`src/hw/rtl/assert_macros.svh`:
```
// assert_macros.svh: concurrent assertion macros for the range maximum tree.
// Included by files that carry assertions; no other dependencies.
`ifndef ASSERT_MACROS_SVH
`define ASSERT_MACROS_SVH
`ifndef SYNTH
// Same-cycle implication, disabled while reset is asserted.
`define ASSERT_IMPL(label, clk, rst_n, ante, cons, msg) \
    label: assert property (@(posedge clk) disable iff (!rst_n) (ante) |-> (cons)) \
        else $error(msg);
// Next-cycle implication, disabled while reset is asserted.
`define ASSERT_NEXT(label, clk, rst_n, ante, cons, msg) \
    label: assert property (@(posedge clk) disable iff (!rst_n) (ante) |=> (cons)) \
        else $error(msg);
`else
`define ASSERT_IMPL(label, clk, rst_n, ante, cons, msg)
`define ASSERT_NEXT(label, clk, rst_n, ante, cons, msg)
`endif
`endif

```
`src/hw/rtl/rmat_pkg.sv`:
```
// rmat_pkg: constants, node type and opcodes of the range maximum tree.
// No dependencies; used by the interfaces, rmat_pick and range_max_argmax_tree.
`timescale 1ns / 1ps

package rmat_pkg;

    // Slot count and field widths
    localparam int LEAVES     = 1024;
    localparam int POS_BITS   = 10;
    localparam int END_BITS   = 11;
    localparam int VALUE_BITS = 32;
    localparam int SLOT_BITS  = 10;

    // Tree geometry: leaves rounded up to a power of two, nodes 1 .. 2*TREE_W-1
    localparam int TREE_W    = 1 << $clog2(LEAVES);
    localparam int ADDR_BITS = $clog2(TREE_W) + 1;
    localparam int IDX_BITS  = ADDR_BITS + 1;

    localparam logic OP_WRITE = 1'b0;
    localparam logic OP_QUERY = 1'b1;

    typedef struct packed {
        logic                         full;
        logic signed [VALUE_BITS-1:0] val;
        logic        [SLOT_BITS-1:0]  slot;
    } node_t;

    localparam int NODE_BITS = $bits(node_t);

endpackage

```
`src/hw/rtl/rmat_pick.sv`:
```
// rmat_pick: shared compare unit; picks the larger of two tree nodes.
// Depends on rmat_pkg for node_t.
`timescale 1ns / 1ps

module rmat_pick (
    input  rmat_pkg::node_t lo,
    input  rmat_pkg::node_t hi,
    output rmat_pkg::node_t win
);

    // Empty nodes never win; on equal values the lower-slot side wins
    always_comb
    begin
        priority if (!hi.full)
        begin
            win = lo;
        end
        else if (!lo.full)
        begin
            win = hi;
        end
        else if (lo.val >= hi.val)
        begin
            win = lo;
        end
        else
        begin
            win = hi;
        end
    end

endmodule

```
`config.mk`:
```
export PLATFORM = sky130hd
export DESIGN_NAME = rmat_pick
export DESIGN_NICKNAME = d
export VERILOG_FILES = /design/src/hw/rtl/assert_macros.svh /design/src/hw/rtl/rmat_pkg.sv /design/src/hw/rtl/rmat_pick.sv
export SDC_FILE = /design/constraint.sdc
export NUM_CORES = 1
export LEC_CHECK = 0
export BUFFER_PORTS_ARGS = -buffer_cell sky130_fd_sc_hd__buf_2
export CAP_MARGIN = 20
export CORE_AREA = 2 2 67 69
export DETAILED_ROUTE_END_ITERATION = 16
export DIE_AREA = 0 0 69 71
export PLACE_DENSITY = 0.91
export SYNTH_ARGS = -nofsm -noshare
export SYNTH_HDL_FRONTEND = slang
export SYNTH_SLANG_ARGS = --single-unit
export TNS_END_PERCENT = 5
```
`constraint.sdc`:
```
create_clock -name vclk -period 1.9
set_input_delay 0.095 -clock vclk [all_inputs]
set_output_delay 0.095 -clock vclk [all_outputs]
set_load 0.05 [all_outputs]
```
## Word level (Yosys, flattened, before mapping)

Index checks and enable logic that the tools add are counted.

| storage, ports and cells | value |
|---|---|
| register bits | 0 |
| bits of input ports | 86 |
| output and inout port bits | 43 |
| word-level logic and storage cells | 4 |

| operators by class | value |
|---|---|
| order comparisons | 1 |
| muxes and demuxes | 3 |

Operator list:

| kind | count |
|---|---|
| $mux W42 | 2 |
| $mux W43 | 1 |
| $ge A32 B32 Y1 | 1 |

## Longest topological paths before layout

| depth | value |
|---|---|
| depth in word-level cells | 4 |
| depth in mapped cells | 10 |
| gate-level depth less buffers | 9 |

## Worst setup path before layout

OpenSTA, ideal clock, no wires.

| timing | value |
|---|---|
| path kind | input to output |
| start point | input port hi[41] (netlist name) |
| end point | output port win[10] (netlist name) |
| data arrival time | 2,048 ps |
| data required time | 1,805 ps |
| path slack | -243 ps |
| cell stages on the path | 10 |
| buffers on the path | 1 |
| path through | inv_1 > ha_1 > nand4_2 > nor4_2 > a21oi_1 > o21ai_1 > mux2i_1 > o221ai_4 > buf_6 > mux2_4 |

RTL lines:

| element | RTL line | RTL |
|---|---|---|
| start, declared | rmat_pick.sv:7 | `input rmat_pkg::node_t hi,` |
| end, declared | rmat_pick.sv:8 | `output rmat_pkg::node_t win` |

==> results.yml <==
routing:
  drc_errors: 0
  drt_wl_total_mm: 5.59
  routed_via_density: 4.94
  firstDrtPassIters: 4
  drtIter0Drc: 59
  wl_per_cell_um: 15.5
  ant_nets: 0
  route.vias.total: 1779
timing:
  setup_ws_ns: -0.534
  hold_viol: 0
  worst_pin_slew_ns: 0.248
  fin_crit_sh_pct: 128
  fmax_ghz: 0.411
  rsz0062_at_grt: "yes"
  slew_violations: 0
  finalSetupViolCount: 42
  slew_headroom_pct: 83.0
  min_period_ns: 2.43
layout:
  n_clock_buffer: 0
  diodes: 0
  regArea_sq_um: 0
  area_growth_pct: 93.6
  seq_cell_count: 0
  final_layout_size_suffix_gt1_share_pct: 69.5
  nets: 428
  layout.cells.non_filler: 360
synthesis:
  synth_adder_area_share_pct: 26.6
  synth_compound_area_share_pct: 11.7
  synth_nets: 281
  synth.distinct_cells: 23
  synthTopCellsByArea: "mux2_4 (40%), ha_1 (27%), inv_1 (8.2%)"
  synth_seq_area_share_pct: 0
  syn-cell-area_sq_mm: 0.00150
  synth_top_area_cell: "mux2_4"
  muxShareOfSynthArea_pct: 42.1
  synthTopCellsByCount: "mux2_4 (40), inv_1 (33), ha_1 (32), a21oi_1 (17), nand2_1 (8)"
  synthSimpleGateAreaFrac_pct: 8.33
  synth_top_family_by_area: "multiplexers"
  syn_avg_cell_area_sq_um: 9.22
  ys.warnings.count: 0
  synth_top_area_share_pct: 40.0
  synthXorXnorAreaFrac_pct: 0
  synth_most_common_cell: "mux2_4"
  synthCells: 163
floorplanning:
  dieWidth_um: 69
  coreArea_sq_mm: 0.00420
  start_util_pct: 35.7
  die_area_sq_mm: 0.00490
  die_h_um: 71
  row_count: 24
  io_pins: 129
placed_design:
  hpwl_mm: 3.70
  place_congestion: 0.787
  port_buffers: 129
  pre_cts_ws_ns: -0.609
  place_inst: 354
global_routing:
  grt_overflow: 0
  grt_max_degree: 24
  gr-usage-all-layers_pct: 16.9
  first_global_vias: 1736
  grt_pass1_wl_mm: 7.07
  antenna_found_initial: 0
status:
  status: "complete, but fails checks"
  violations: "negative setup slack"
run:
  drv_cap: 0
setup_path:
  start_kind: "input port"
  end_kind: "output port"
  cp.arrival_ns: 2.34
  cp_max_fo: 10
  cp.required_ns: 1.80
  path_class: "input port to output port"
cts:
  ctsHoldBuffers: 0
power_and_ir_drop:
  leakagePower_nw: 1.63
  p_per_area_mw_per_mm2: 401
  p_total_mw: 1.17
  max-vdd-ir-drop_uv: 193
worst_hold_path:
  hold_class: "input port to output port"
==> worst max-delay path, cell delays in order <==
cell,delay [ns]
buf_6,0.08
inv_2,0.04
ha_4,0.27
nand4_4,0.11
nor4_4,0.32
a21oi_1,0.09
o21ai_1,0.10
mux2i_1,0.30
o221ai_4,0.14
buf_12,0.16
buf_12,0.15
mux2_4,0.31
buf_6,0.16
==> through the flow <==
| stage | TNS, ns | utilization [%] | area (sq um) | hold slack, ns |
|---|---|---|---|---|
| floorplan | -7.32 | - | 1570 | 0.412 |
| global route | -24.42 | 69.2 | 2910 | 0.551 |
| global placement | -22.98 | 56.3 | 2370 | 0.630 |
| CTS | -20.39 | 62.6 | 2630 | 0.544 |
| finish | -21.47 | 69.2 | 2910 | 0.542 |
| detailed placement | -24.27 | 56.3 | 2370 | 0.635 |
==> what timing repair did <==
action,in CTS,in global routing
gates cloned,0,5
endpoints found under the setup margin,42,42
pin swaps,0,10
setup buffers,0,1
resized for setup,85,30
==> power breakdown <==
group	internal, mW	leakage (nW)	switching, mW	total, mW
clock network	0	0	0	0
registers	0	0	0	0
logic	0.546	1.63	0.621	1.17
total	0.546	1.63	0.621	1.17
==> final cells by class <==
cell class	count	area (sq um)
Multi-Input combinational cell	126	1470
Fill cell	302	1290
Timing Repair Buffer	149	1220
Inverter	33	149
Tap cell	52	65.1
==> cells in the final DEF (no fill, tap or decap), drive strengths merged <==
master | netlist | final
clkbuf | 0 | 3
nand3 | 2 | 2
buf | 4 | 146
or2 | 1 | 1
o221ai | 2 | 2
nor2b | 1 | 1
mux2 | 42 | 42
o21ai | 5 | 5
nor2 | 3 | 3
nor4 | 1 | 1
ha | 32 | 32
nand4 | 6 | 6
a21oi | 17 | 17
a21o | 2 | 2
o21a | 1 | 1
inv | 33 | 33
mux2i | 1 | 1
nand2 | 8 | 8
nor3 | 1 | 1
o211ai | 1 | 1
==> layer usage <==
layer / vias up / part of all wire [%] / global-route usage [%]
met2: 91 / 61 / 39.7
met3: 2 / 6.4 / 2.99
met1: 807 / 32 / 15.0
li1: 879 / - / -
met4: 0 / 0.50 / 0
met5: - / 0 / 0
==> logic make-up (layout without fill, tap and decap cells) <==
logic type	Yosys count	count (layout)
fa+ha+maj	32	32
compound gates	28	28
simple gates	23	23
buf+inv	37	182
mux	43	43
==> path summary, 6_finish.rpt <==
kind	from	end	slack, ns	cells after the start
min	lo[8]	win[8]	0.54	3
max	hi[39]	win[33]	-0.53	13
Note: power is estimated with default switching activity, not from simulation.
